**src/rtl/core/slm_pkg.sv**
```systemverilog
// Package for the stereo level meter: display mode codes, register indexes,
// the configuration bundle and the LED ladder functions.
// No dependencies.
`timescale 1ns / 1ps

package slm_pkg;

	// Display mode codes as written in the mode register.
	typedef enum logic [1:0] {
		MODE_BAR  = 2'd0,
		MODE_DOT  = 2'd1,
		MODE_HOLD = 2'd2,
		MODE_OFF  = 2'd3
	} mode_t;

	// Register indexes, one 32-bit word each.
	localparam logic [1:0] REG_MODE        = 2'd0;
	localparam logic [1:0] REG_HOLD_LENGTH = 2'd1;
	localparam logic [1:0] REG_HOLD_RELOAD = 2'd2;
	localparam logic [1:0] REG_DECAY_STEP  = 2'd3;

	localparam int unsigned ADDR_W = 4;
	localparam int unsigned DATA_W = 32;

	// Reset values of the registers.
	localparam logic [4:0] HOLD_LENGTH_RST = 5'd20;
	localparam logic [4:0] HOLD_RELOAD_RST = 5'd15;
	localparam logic [7:0] DECAY_STEP_RST  = 8'd10;

	localparam logic [7:0] MID_SCALE = 8'd128;

	// Configuration seen by both channels.
	typedef struct packed {
		mode_t      mode;
		logic [4:0] hold_length;
		logic [4:0] hold_reload;
		logic [7:0] decay_step;
	} cfg_t;

	// Distance of a raw sample from mid-scale, 0 to 128.
	function automatic logic [7:0] level_of(input logic [7:0] s);
		logic [7:0] lv;
		if (s[7]) begin
			lv = {1'b0, s[6:0]};
		end else begin
			lv = MID_SCALE - s;
		end
		return lv;
	endfunction

	// Cumulative bar ladder.
	function automatic logic [7:0] bar_leds(input logic [7:0] lv);
		logic [7:0] p;
		if (lv < 8'd5)        p = 8'h00;
		else if (lv < 8'd15)  p = 8'h01;
		else if (lv < 8'd30)  p = 8'h03;
		else if (lv < 8'd50)  p = 8'h07;
		else if (lv < 8'd70)  p = 8'h0F;
		else if (lv < 8'd90)  p = 8'h1F;
		else if (lv < 8'd120) p = 8'h3F;
		else if (lv < 8'd160) p = 8'h7F;
		else                  p = 8'hFF;
		return p;
	endfunction

	// Single-dot ladder.
	function automatic logic [7:0] dot_leds(input logic [7:0] lv);
		logic [7:0] p;
		if (lv < 8'd10)       p = 8'h00;
		else if (lv < 8'd25)  p = 8'h01;
		else if (lv < 8'd40)  p = 8'h02;
		else if (lv < 8'd55)  p = 8'h04;
		else if (lv < 8'd70)  p = 8'h08;
		else if (lv < 8'd85)  p = 8'h10;
		else if (lv < 8'd100) p = 8'h20;
		else if (lv < 8'd115) p = 8'h40;
		else                  p = 8'h80;
		return p;
	endfunction

endpackage

```
**src/rtl/core/slm_cfg.sv**
```systemverilog
// Configuration registers of the level meter behind an APB-style port.
// Depends on slm_pkg.
`timescale 1ns / 1ps

module slm_cfg (
	input  logic                          clk,
	input  logic                          arst_n,
	input  logic                          psel,
	input  logic                          penable,
	input  logic                          pwrite,
	input  logic [slm_pkg::ADDR_W-1:0]    paddr,
	input  logic [slm_pkg::DATA_W-1:0]    pwdata,
	output logic [slm_pkg::DATA_W-1:0]    prdata,
	output logic                          pready,
	output slm_pkg::cfg_t                 cfg
);
	import slm_pkg::*;

	cfg_t       cfg_q;
	logic       wr_en;
	logic [1:0] reg_idx;

	assign pready  = 1'b1;
	assign wr_en   = psel & penable & pwrite;
	assign reg_idx = paddr[3:2];

	// Register writes in the access cycle.
	always_ff @(posedge clk or negedge arst_n) begin
		if (!arst_n) begin
			cfg_q.mode        <= MODE_BAR;
			cfg_q.hold_length <= HOLD_LENGTH_RST;
			cfg_q.hold_reload <= HOLD_RELOAD_RST;
			cfg_q.decay_step  <= DECAY_STEP_RST;
		end else if (wr_en) begin
			case (reg_idx)
				REG_MODE:        cfg_q.mode        <= mode_t'(pwdata[1:0]);
				REG_HOLD_LENGTH: cfg_q.hold_length <= pwdata[4:0];
				REG_HOLD_RELOAD: cfg_q.hold_reload <= pwdata[4:0];
				REG_DECAY_STEP:  cfg_q.decay_step  <= pwdata[7:0];
				default: ;
			endcase
		end
	end

	// Read back.
	always_comb begin
		case (reg_idx)
			REG_MODE:        prdata = {30'd0, cfg_q.mode};
			REG_HOLD_LENGTH: prdata = {27'd0, cfg_q.hold_length};
			REG_HOLD_RELOAD: prdata = {27'd0, cfg_q.hold_reload};
			REG_DECAY_STEP:  prdata = {24'd0, cfg_q.decay_step};
			default:         prdata = '0;
		endcase
	end

	assign cfg = cfg_q;

endmodule

```
**src/rtl/core/slm_chan.sv**
```systemverilog
// One meter channel: level, LED pattern and the peak-hold state.
// Depends on slm_pkg.
`timescale 1ns / 1ps

module slm_chan (
	input  logic          clk,
	input  logic          arst_n,
	input  slm_pkg::cfg_t cfg,
	input  logic [7:0]    sample,
	input  logic          upd,
	output logic [7:0]    leds
);
	import slm_pkg::*;

	logic [7:0] peak_q;
	logic [4:0] count_q;
	logic [7:0] lv;
	logic       new_max;
	logic [7:0] peak_max;
	logic [4:0] count_max;
	logic [5:0] count_inc;
	logic       decay;
	logic [7:0] peak_nxt;
	logic [4:0] count_nxt;

	assign lv = level_of(sample);

	// Peak capture, then hold counting and decay.
	always_comb begin
		new_max   = lv > peak_q;
		peak_max  = new_max ? lv : peak_q;
		count_max = new_max ? 5'd0 : count_q;
		count_inc = {1'b0, count_max} + 6'd1;
		decay     = count_inc >= {1'b0, cfg.hold_length};
		if (decay) begin
			peak_nxt  = (peak_max >= cfg.decay_step) ? (peak_max - cfg.decay_step) : 8'd0;
			count_nxt = cfg.hold_reload;
		end else begin
			peak_nxt  = peak_max;
			count_nxt = count_inc[4:0];
		end
	end

	// Pattern by display mode.
	always_comb begin
		case (cfg.mode)
			MODE_BAR:  leds = bar_leds(lv);
			MODE_DOT:  leds = dot_leds(lv);
			MODE_HOLD: leds = bar_leds(lv) | dot_leds(peak_nxt);
			MODE_OFF:  leds = 8'h00;
			default:   leds = 8'h00;
		endcase
	end

	// Hold state moves only when an item is taken in hold mode.
	always_ff @(posedge clk or negedge arst_n) begin
		if (!arst_n) begin
			peak_q  <= '0;
			count_q <= '0;
		end else if (upd && cfg.mode == MODE_HOLD) begin
			peak_q  <= peak_nxt;
			count_q <= count_nxt;
		end
	end

endmodule

```
**src/rtl/core/stereo_level_meter_peak_hold_top.sv**
```systemverilog
// Top level of the stereo level meter with bar, dot and peak-hold modes.
// Depends on slm_pkg, slm_cfg and slm_chan.
//
//   Channel  | Handshake          | Payload
//   ---------+--------------------+------------------------------------
//   input    | in_valid/in_stall  | sample_a, sample_b (8 bits each)
//   output   | out_valid/out_stall| leds_a, leds_b (8 bits each)
//   config   | APB psel/penable   | paddr[3:0], pwdata, prdata (32 bits)
//
// One item per cycle sustained while the output is not stalled; each item passes
// through the input register and then the result register.
// The pattern logic and the peak update sit between those two registers.
// Reset clears the valid flags, the hold state and the configuration registers.
// When the output is stalled the result register holds and the input
// register fills; input is stalled only when both are full.
`timescale 1ns / 1ps

module stereo_level_meter_peak_hold_top (
	input  logic                       clk,
	input  logic                       arst_n,
	input  logic                       in_valid,
	output logic                       in_stall,
	input  logic [7:0]                 sample_a,
	input  logic [7:0]                 sample_b,
	output logic                       out_valid,
	input  logic                       out_stall,
	output logic [7:0]                 leds_a,
	output logic [7:0]                 leds_b,
	input  logic                       psel,
	input  logic                       penable,
	input  logic                       pwrite,
	input  logic [slm_pkg::ADDR_W-1:0] paddr,
	input  logic [slm_pkg::DATA_W-1:0] pwdata,
	output logic [slm_pkg::DATA_W-1:0] prdata,
	output logic                       pready
);
	import slm_pkg::*;

	cfg_t       cfg;
	logic       valid_s1;
	logic [7:0] sample_a_s1;
	logic [7:0] sample_b_s1;
	logic       valid_s2;
	logic [7:0] leds_a_s2;
	logic [7:0] leds_b_s2;
	logic       adv;
	logic       in_take;
	logic [7:0] pat_a;
	logic [7:0] pat_b;

	slm_cfg u_cfg (
		.clk     (clk),
		.arst_n  (arst_n),
		.psel    (psel),
		.penable (penable),
		.pwrite  (pwrite),
		.paddr   (paddr),
		.pwdata  (pwdata),
		.prdata  (prdata),
		.pready  (pready),
		.cfg     (cfg)
	);

	// Flow control: stage 1 moves on when the result register is empty or not stalled.
	assign adv      = valid_s1 && (!valid_s2 || !out_stall);
	assign in_stall = valid_s1 && !adv;
	assign in_take  = in_valid && !in_stall;

	// Input register.
	always_ff @(posedge clk or negedge arst_n) begin
		if (!arst_n) begin
			valid_s1 <= 1'b0;
		end else if (in_take) begin
			valid_s1 <= 1'b1;
		end else if (adv) begin
			valid_s1 <= 1'b0;
		end
	end

	always_ff @(posedge clk) begin
		if (in_take) begin
			sample_a_s1 <= sample_a;
			sample_b_s1 <= sample_b;
		end
	end

	slm_chan u_chan_a (
		.clk    (clk),
		.arst_n (arst_n),
		.cfg    (cfg),
		.sample (sample_a_s1),
		.upd    (adv),
		.leds   (pat_a)
	);

	slm_chan u_chan_b (
		.clk    (clk),
		.arst_n (arst_n),
		.cfg    (cfg),
		.sample (sample_b_s1),
		.upd    (adv),
		.leds   (pat_b)
	);

	// Result register.
	always_ff @(posedge clk or negedge arst_n) begin
		if (!arst_n) begin
			valid_s2 <= 1'b0;
		end else if (adv) begin
			valid_s2 <= 1'b1;
		end else if (!out_stall) begin
			valid_s2 <= 1'b0;
		end
	end

	always_ff @(posedge clk) begin
		if (adv) begin
			leds_a_s2 <= pat_a;
			leds_b_s2 <= pat_b;
		end
	end

	assign out_valid = valid_s2;
	assign leds_a    = leds_a_s2;
	assign leds_b    = leds_b_s2;

	// A stall toward the source only happens with an item waiting in stage 1.
	a_stall_has_item: assert property (@(posedge clk) disable iff (!arst_n)
		in_stall |-> valid_s1)
		else $error("input stalled with stage 1 empty");

	// Blank mode gives dark LEDs on both channels.
	a_off_dark: assert property (@(posedge clk) disable iff (!arst_n)
		(adv && cfg.mode == MODE_OFF) |=> (leds_a == 8'h00 && leds_b == 8'h00))
		else $error("LEDs lit in blank mode");

	// Dot mode lights at most one LED per channel.
	a_dot_single: assert property (@(posedge clk) disable iff (!arst_n)
		(adv && cfg.mode == MODE_DOT) |=> ($onehot0(leds_a) && $onehot0(leds_b)))
		else $error("more than one LED lit in dot mode");

	// Levels never exceed mid-scale, so the bar never reaches the top LED.
	a_bar_top: assert property (@(posedge clk) disable iff (!arst_n)
		(adv && cfg.mode == MODE_BAR) |=> (!leds_a[7] && !leds_b[7]))
		else $error("top LED lit in bar mode");

endmodule

```
**config.mk**
```make
export PLATFORM = sky130hd
export DESIGN_NAME = stereo_level_meter_peak_hold_top
export DESIGN_NICKNAME = d
export VERILOG_FILES = /design/src/rtl/core/slm_pkg.sv /design/src/rtl/core/slm_cfg.sv /design/src/rtl/core/slm_chan.sv /design/src/rtl/core/stereo_level_meter_peak_hold_top.sv
export SDC_FILE = /design/constraint.sdc
export NUM_CORES = 1
export LEC_CHECK = 0
export BUFFER_PORTS_ARGS = -buffer_cell sky130_fd_sc_hd__buf_2
export CORE_MARGIN = 5
export CORE_UTILIZATION = 59
export CTS_CLUSTER_DIAMETER = 80
export DETAILED_ROUTE_END_ITERATION = 7
export GPL_TIMING_DRIVEN = 0
export PLACE_DENSITY = 0.81
export SYNTH_ARGS = -nofsm -noshare
export SYNTH_HDL_FRONTEND = slang
export SYNTH_HIERARCHICAL = 1
export SYNTH_SLANG_ARGS = --single-unit
```
**constraint.sdc**
```tcl
create_clock -name clk -period 8.15 [get_ports clk]
set_input_delay 0.4075 -clock clk [delete_from_list [all_inputs] [get_ports clk]]
set_output_delay 0.4075 -clock clk [all_outputs]
set_load 0.01 [all_outputs]
```
Word-level counts from Yosys, hierarchy flattened. Cells that the tools add are included.

Add/sub/neg operators: 6. Order comparisons: 52. Equal/unequal tests: 7. Bitwise gates (word level): 4. Multiplexer cells: 71. Reductions and logical operators: 16.

Operators by type and width (count): 8-bit two-way mux (60); 8-bit by 7-bit less-than comparator with 1-bit output, second input constant (20); 32-bit case mux with 4 select lines (1); 8-bit by 6-bit less-than comparator with 1-bit output, second input constant (10); 8-bit case mux with 4 select lines (2); 8-bit by 4-bit less-than comparator with 1-bit output, second input constant (6); 8-bit by 5-bit less-than comparator with 1-bit output, second input constant (6); 5-bit two-way mux (4); 8-bit greater-or-equal comparator (2); 8-bit > comparator (2); 8-bit by 3-bit less-than comparator with 1-bit output, second input constant (2); 8-bit less-than comparator, second input constant (2); 8-bit OR (2); 8-bit subtractor (2); 8-bit subtractor, first input constant (2); 5-bit by 1-bit adder with 6-bit output, second input constant (2); 6-bit by 5-bit greater-or-equal comparator with 1-bit output (2); 2-bit == test, second input constant (4); 2-bit AND reduction (4); 2-bit by 1-bit == test with 1-bit output, second input constant (2); 1-bit logical AND (4); 1-bit zero test (4); 2-bit zero test (2); 1-bit two-way mux (4); other kinds (4) (5).

Output and inout port bits: 51. Register bits after elaboration: 80.

Depth between registers and ports, before layout.
Depth after elaboration: 19. Mapped depth: 27. Gate-level depth less buffers: 24.

Modules after synthesis. Netlist, hierarchy kept.

Modules (own cells, without submodules): slm_chan (u_chan_a) (area each 2591.2 um^2, seq. area each 325.3 um^2, cells an instance 367, instances 1); slm_chan (u_chan_b) (area each 2436.1 um^2, seq. area each 325.3 um^2, cells an instance 327, instances 1); slm_cfg (area each 1139.8 um^2, seq. area each 510.5 um^2, cells an instance 88, instances 1); stereo_level_meter_peak_hold_top (area each 1053.5 um^2, seq. area each 1011.0 um^2, cells an instance 40, instances 1).

Worst setup path after synthesis. Ideal clock, no wire load.

Path type: register -> register. Start point: register sample_a_s1[0]. End point: register leds_a_s2[3], in the netlist leds_a[3], data pin. Slack: 2.309 ns. Arrival: 5.677 ns. Required time: 7.985 ns. Library setup time: 0.165 ns. Path buffers: 4. Clock period less this slack: 5.841 ns. Stages on the path, launching flop included: 27. Cells stage by stage: edfxtp_1 -> inv_1 -> ha_1 -> a21oi_1 -> xnor2_1 -> clkinv_1 -> ha_1 -> nand4_1 -> o22ai_4 -> buf_2 -> buf_2 -> buf_2 -> and2_1 -> ha_1 -> nand3_1 -> xnor2_1 -> and2_1 -> ha_1 -> a21o_1 -> a31oi_2 -> o211ai_4 -> and2_4 -> buf_8 -> a22oi_1 -> nand2_1 -> o31a_1 -> o31ai_2.

Word-level cells in the longest chain between the ends: 18. Elaborated cells between the ends (all ways): 56.

Ends and longest elaborated chain: start, declared (line stereo_level_meter_peak_hold_top.sv:41) `logic [7:0] sample_a_s1;`; start signal, assigned (line stereo_level_meter_peak_hold_top.sv:82) `sample_a_s1 <= sample_a;`; 8-bit subtractor (line slm_pkg.sv:46) `lv = MID_SCALE - s;`; 8-bit two-way mux (*) (line slm_pkg.sv:43) `if (s[7]) begin`; 8-bit > comparator (line slm_chan.sv:30) `new_max = lv > peak_q;`; 5-bit two-way mux or 8-bit two-way mux (tied branches) (line slm_chan.sv:32, slm_chan.sv:31); 5-bit by 1-bit adder with 6-bit output, or another cell as far along (line slm_chan.sv:33) `count_inc = {1'b0, count_max} + 6'd1;`; 6-bit by 5-bit greater-or-equal comparator with 1-bit output or 8-bit two-way mux (tied branches) (line slm_chan.sv:34, slm_chan.sv:36); 8-bit two-way mux (line slm_chan.sv:35) `if (decay) begin`; 8-bit by 7-bit less-than comparator with 1-bit output (line slm_pkg.sv:75) `else if (lv < 8'd100) p = 8'h20;`; [3 not listed]; 8-bit two-way mux (line slm_pkg.sv:72) `else if (lv < 8'd55) p = 8'h04;`; 8-bit two-way mux (line slm_pkg.sv:71) `else if (lv < 8'd40) p = 8'h02;`; 8-bit two-way mux (line slm_pkg.sv:70) `else if (lv < 8'd25) p = 8'h01;`; 8-bit two-way mux (line slm_pkg.sv:69) `if (lv < 8'd10) p = 8'h00;`; 8-bit two-way mux (line slm_chan.sv:46) `case (cfg.mode)`; 8-bit OR (line slm_chan.sv:49) `MODE_HOLD: leds = bar_leds(lv) | dot_leds(peak_nxt);`; 8-bit case mux with 4 select lines (*) (line slm_chan.sv:46); net pat_a[3] (line stereo_level_meter_peak_hold_top.sv:48) `logic [7:0] pat_a;`; end signal, assigned (line stereo_level_meter_peak_hold_top.sv:118) `leds_a_s2 <= pat_a;`; end, declared (line stereo_level_meter_peak_hold_top.sv:44) `logic [7:0] leds_a_s2;`.

The timed path passes the listed nets; every way through them passes the cells marked *. The select of a mux whose other input is x is not followed. A chain may end at the register's enable or synchronous reset.

Worst setup path in the final report.
Start point: register sample_a_s1[0]. End point: register leds_a_s2[5], in the netlist leds_a[5], data pin.

Same word-level chain as after synthesis.

==> Flow_metrics.wiki <==
{| class="wikitable"
! Metric !! Value
|-
| Worst hold path class || primary input to flop
|-
| Clock tree from TritonCTS || yes
|-
| Worst reg2reg startpoint || sample_a_s1[0]$_DFFE_PP_
|-
| Reported max-cap violation count || 0
|-
| Pins Over Slew Limit || 0
|-
| Post-layout net count || 1024
|-
| Largest net degree at the start of global routing || 49
|-
| Gate Count Post-Synth || 822
|-
| Cell at the root of the clock tree || sky130_fd_sc_hd__clkbuf_16
|-
| Reg2Reg Setup Slack || 0.74 ns
|-
| Required time at the worst-slack endpoint || 8.24 ns
|-
| Most frequently used flop master after synthesis || sky130_fd_sc_hd__dfrtp_1
|-
| Netlist Area Pre-Place || 0.00722 mm²
|-
| Via count of the first global-routing pass || 6047
|-
| Library cells used by synthesis || 106
|-
| Area post-placement || 0.00780 mm²
|-
| Gpl congestion || 0.953
|-
| Ratio of cells with drive above 1 in the final layout || 20.9%
|-
| Horizontal die dimension || 121 µm
|-
| Drt initial violations || 747
|-
| Wire length of the first global-routing pass || 29900 µm
|-
| Cell with the biggest individual delay on the critical path || sky130_fd_sc_hd__xnor2_1
|-
| Length of the first detailed-routing pass in iterations || 5
|-
| Clock slew at the register clock pins of the worst setup and hold paths || 0.06 ns
|-
| Largest vdd supply drop || 0.000223 V
|-
| Summed negative setup slack over all endpoints || 0 ns
|-
| Post-Place Cells || 1051
|-
| Mapped Avg Cell Area || 8.78 µm²
|-
| Hpwl dp || 14000 µm
|-
| Final-layout fill cell count || 1006
|-
| Avg WL per Cell || 17.2 µm
|-
| Number of remaining DRC errors || 0
|-
| Minimum clock period || 7.41 ns
|-
| Final setup fails || 0
|-
| Number of post-CTS setup repair buffers || 0
|-
| Total congestion overflow after global routing || 0
|-
| Cell row count || 40
|-
| Starting density of the core || 60.1%
|-
| Worst setup path category || flop to flop
|-
| Final instance area || 0.00812 mm²
|-
| GRT Total Usage || 25.6%
|-
| Clock Sink Count || 80
|-
| Count of placed standard cells in the final layout, fillers left out || 1067
|-
| Setup repair after global routing missed its margin || no
|-
| FF-to-FF End || leds_a[5]$_DFFE_PP_
|-
| CP Max Fanout || 10
|-
| Yosys top cell area share || 13.9%
|-
| Ys async rst share || 60.0%
|-
| Most repeated library cell on the critical path || sky130_fd_sc_hd__ha_1
|-
| Delay of the slowest cell on the worst path || 0.58 ns
|-
| Antenna diode count || 0
|-
| Via-per-instance ratio || 6.17
|-
| Number of buffers created by CTS || 9
|-
| Total number of vias || 6581
|-
| Sequential element share of the synthesized area || 30.1%
|-
| R2r worst-path depth || 26
|-
| Post-route total power || 0.00341 W
|-
| Number of buffers added on ports || 58
|-
| Count of synthesis-stage warnings from yosys || 6
|-
| Normalized max-slew margin || 29.3%
|-
| Worst Min Path Start || sample_a[7]
|-
| Cell types with the largest area share after synthesis || sky130_fd_sc_hd__dfrtp_1 14%, sky130_fd_sc_hd__edfxtp_1 13%, sky130_fd_sc_hd__ha_1 8.3%, sky130_fd_sc_hd__o21ai_0 3.8%, sky130_fd_sc_hd__nand2_1 3.8%
|-
| Total of cells resized after clock tree synthesis || 0
|-
| Die Y || 121 µm
|-
| Initial antenna violation count || 0
|-
| Final routed wirelength across all metal layers || 18300 µm
|-
| Top cell type by total area after synthesis || sky130_fd_sc_hd__dfrtp_1
|-
| Total of hold buffers inserted after clock tree synthesis || 0
|-
| Post-Route Skew || 0.00573 ns
|-
| Run status || finished, final reports clean
|-
| Total count of hold-check failures in the final report || 0
|-
| Worst-Skew Late Latency || 0.35 ns
|-
| Maximum buffer depth of the clock tree || 2
|-
| Crit path DAT || 7.50 ns
|-
| Share of the cycle needed by the critical path after routing || 90.9%
|-
| Actual slew at the worst max-slew pin || 1.06 ns
|-
| Maximum level of the CTS H-tree || 3
|-
| Total of flip-flops plus latches after synthesis || 80
|-
| Cell area power density || 420 mW/mm²
|-
| Kind of capture point of the worst setup path || flop
|-
| Placeable core area || 0.0120 mm²
|-
| Routed Antenna Nets || 0
|-
| WHS Path Cells || 1
|-
| Worst-case hold path end point || sample_a_s1[7]$_DFFE_PP_
|-
| Peak clock frequency supported by timing || 0.135 GHz
|-
| Leakage power || 3.60 nW
|-
| Area added between synthesis and finish || 12.5%
|-
| Total I/O pin count || 110
|-
| Die area || 0.0146 mm²
|-
| Startpoint class of the critical path || flop
|-
| Number of enable-type register cells in the synthesized netlist || 32
|}
[worst max-delay path, delay by kind of cell (launching register included)]
kind	cells	cell delay [ns]
AO/OA/AOI/OAI	8	2.20
XOR/XNOR	2	0.71
adder cells (fa/ha/maj)	4	1.17
buffers and inverters	6	1.59
flip-flops	1	0.52
AND/OR/NAND/NOR	6	0.96
[worst max path at each step]
| stage | start | end | slack [ns] | cells past startpoint |
|---|---|---|---|---|
| 2_1_floorplan | sample_a_s1[0]$_DFFE_PP_ | leds_a[3]$_DFFE_PP_ | 2.31 | 26 |
| 3_3_place_gp | sample_a_s1[0]$_DFFE_PP_ | leds_a[3]$_DFFE_PP_ | 1.02 | 26 |
| 3_5_place_dp | sample_a_s1[0]$_DFFE_PP_ | leds_a[3]$_DFFE_PP_ | 0.99 | 26 |
| 4_1_cts | sample_a_s1[0]$_DFFE_PP_ | leds_a[3]$_DFFE_PP_ | 0.94 | 26 |
| 5_1_grt | sample_a_s1[0]$_DFFE_PP_ | leds_a[5]$_DFFE_PP_ | 0.27 | 26 |
| 6_report | sample_a_s1[0]$_DFFE_PP_ | leds_a[5]$_DFFE_PP_ | 0.74 | 26 |
[synthesized netlist by cell type (13+ instances only)]
cell type                  count
sky130_fd_sc_hd__ha_1         48
sky130_fd_sc_hd__nor2_1       70
sky130_fd_sc_hd__a21oi_1      53
sky130_fd_sc_hd__nor3_1       17
sky130_fd_sc_hd__nand3_1      18
sky130_fd_sc_hd__o31ai_1      13
sky130_fd_sc_hd__buf_4        26
sky130_fd_sc_hd__a211oi_1     13
sky130_fd_sc_hd__edfxtp_1     32
sky130_fd_sc_hd__mux2_2       23
sky130_fd_sc_hd__xnor2_1      17
sky130_fd_sc_hd__inv_1        63
sky130_fd_sc_hd__o21ai_0      55
sky130_fd_sc_hd__dfrtp_1      40
sky130_fd_sc_hd__mux2i_1      22
sky130_fd_sc_hd__nand2_1      73
[sequential cells by signal (all words and copies together), names as in the netlist, 5 cells and up]
signal	flops
u_cfg/cfg	20
leds_a	8
leds_b	8
sample_a_s1	8
sample_b_s1	8
u_chan_a/peak_q	8
u_chan_b/peak_q	8
u_chan_a/count_q	5
u_chan_b/count_q	5
[kinds of logic after synthesis]
logic type                 Yosys count  share of synthesized area, %
adders and majority gates           50                          8.87
xor gates and xnor gates            25                          3.14
DFF                                 80                          30.1
other                                2                         0.104
AOI/OAI and AO/OA                  245                          23.8
buffers and inverters              114                          7.80
and+or+nand+nor                    253                          17.7
muxes                               53                          8.49
[layer usage]
metal | GRT usage, % | vias up | routed length, µm | share of wire [%]
met4 | 9.28 | 0 | 428 | 2.3
met2 | 39.3 | 330 | 8290 | 45
met3 | 5.57 | 45 | 1690 | 9.2
met5 | 0 | - | 0 | 0
met1 | 35.6 | 3039 | 7890 | 43
li1 | - | 3167 | - | -
[cell usage in the layout, fill, tap and decap left out, types with 11 or more instances in the layout]
cell type | Yosys | layout
sky130_fd_sc_hd__nand2_1 | 73 | 73
sky130_fd_sc_hd__nor2_1 | 70 | 70
sky130_fd_sc_hd__buf_2 | 9 | 67
sky130_fd_sc_hd__inv_1 | 63 | 63
sky130_fd_sc_hd__o21ai_0 | 55 | 55
sky130_fd_sc_hd__a21oi_1 | 53 | 53
sky130_fd_sc_hd__ha_1 | 48 | 48
sky130_fd_sc_hd__dfrtp_1 | 40 | 40
sky130_fd_sc_hd__edfxtp_1 | 32 | 32
sky130_fd_sc_hd__buf_4 | 26 | 26
sky130_fd_sc_hd__conb_1 | 2 | 25
sky130_fd_sc_hd__mux2_2 | 23 | 23
sky130_fd_sc_hd__mux2i_1 | 22 | 22
sky130_fd_sc_hd__nand3_1 | 18 | 18
sky130_fd_sc_hd__nor3_1 | 17 | 17
sky130_fd_sc_hd__xnor2_1 | 17 | 17
sky130_fd_sc_hd__a211oi_1 | 13 | 13
sky130_fd_sc_hd__o31ai_1 | 13 | 13
sky130_fd_sc_hd__nand2b_1 | 11 | 11
sky130_fd_sc_hd__a31oi_1 | 11 | 11
[where the power goes]
part	internal, W	total, W	switching (W)
Clock	0.000267	0.000430	0.000163
Combinational	0.000939	0.00234	0.00141
Sequential	0.000533	0.000632	0.0000988
Total	0.00174	0.00341	0.00167
[final cells by class]
type	count	area, µm²	share of cell area, %
multi-input combinational	651	4580	56.3
sequential	80	2170	26.7
buffer	48	315	3.88
timing repair buffer	59	305	3.76
clock buffer	12	272	3.34
inverter	66	248	3.05
tap	147	184	2.27
clock inverter	4	48.8	0.601
[stage by stage]
step | setup slack, ns | hold WS, ns | utilization, %
finish | 0.738 | 0.231 | 67.6
global placement | 1.02 | 0.465 | 64.8
global route | 0.266 | 0.219 | 67.6
floorplan | 2.31 | 0.112 | -
detailed placement | 0.992 | 0.470 | 64.9
CTS | 0.936 | 0.223 | 67.6
(Power assumes the default switching activity.)
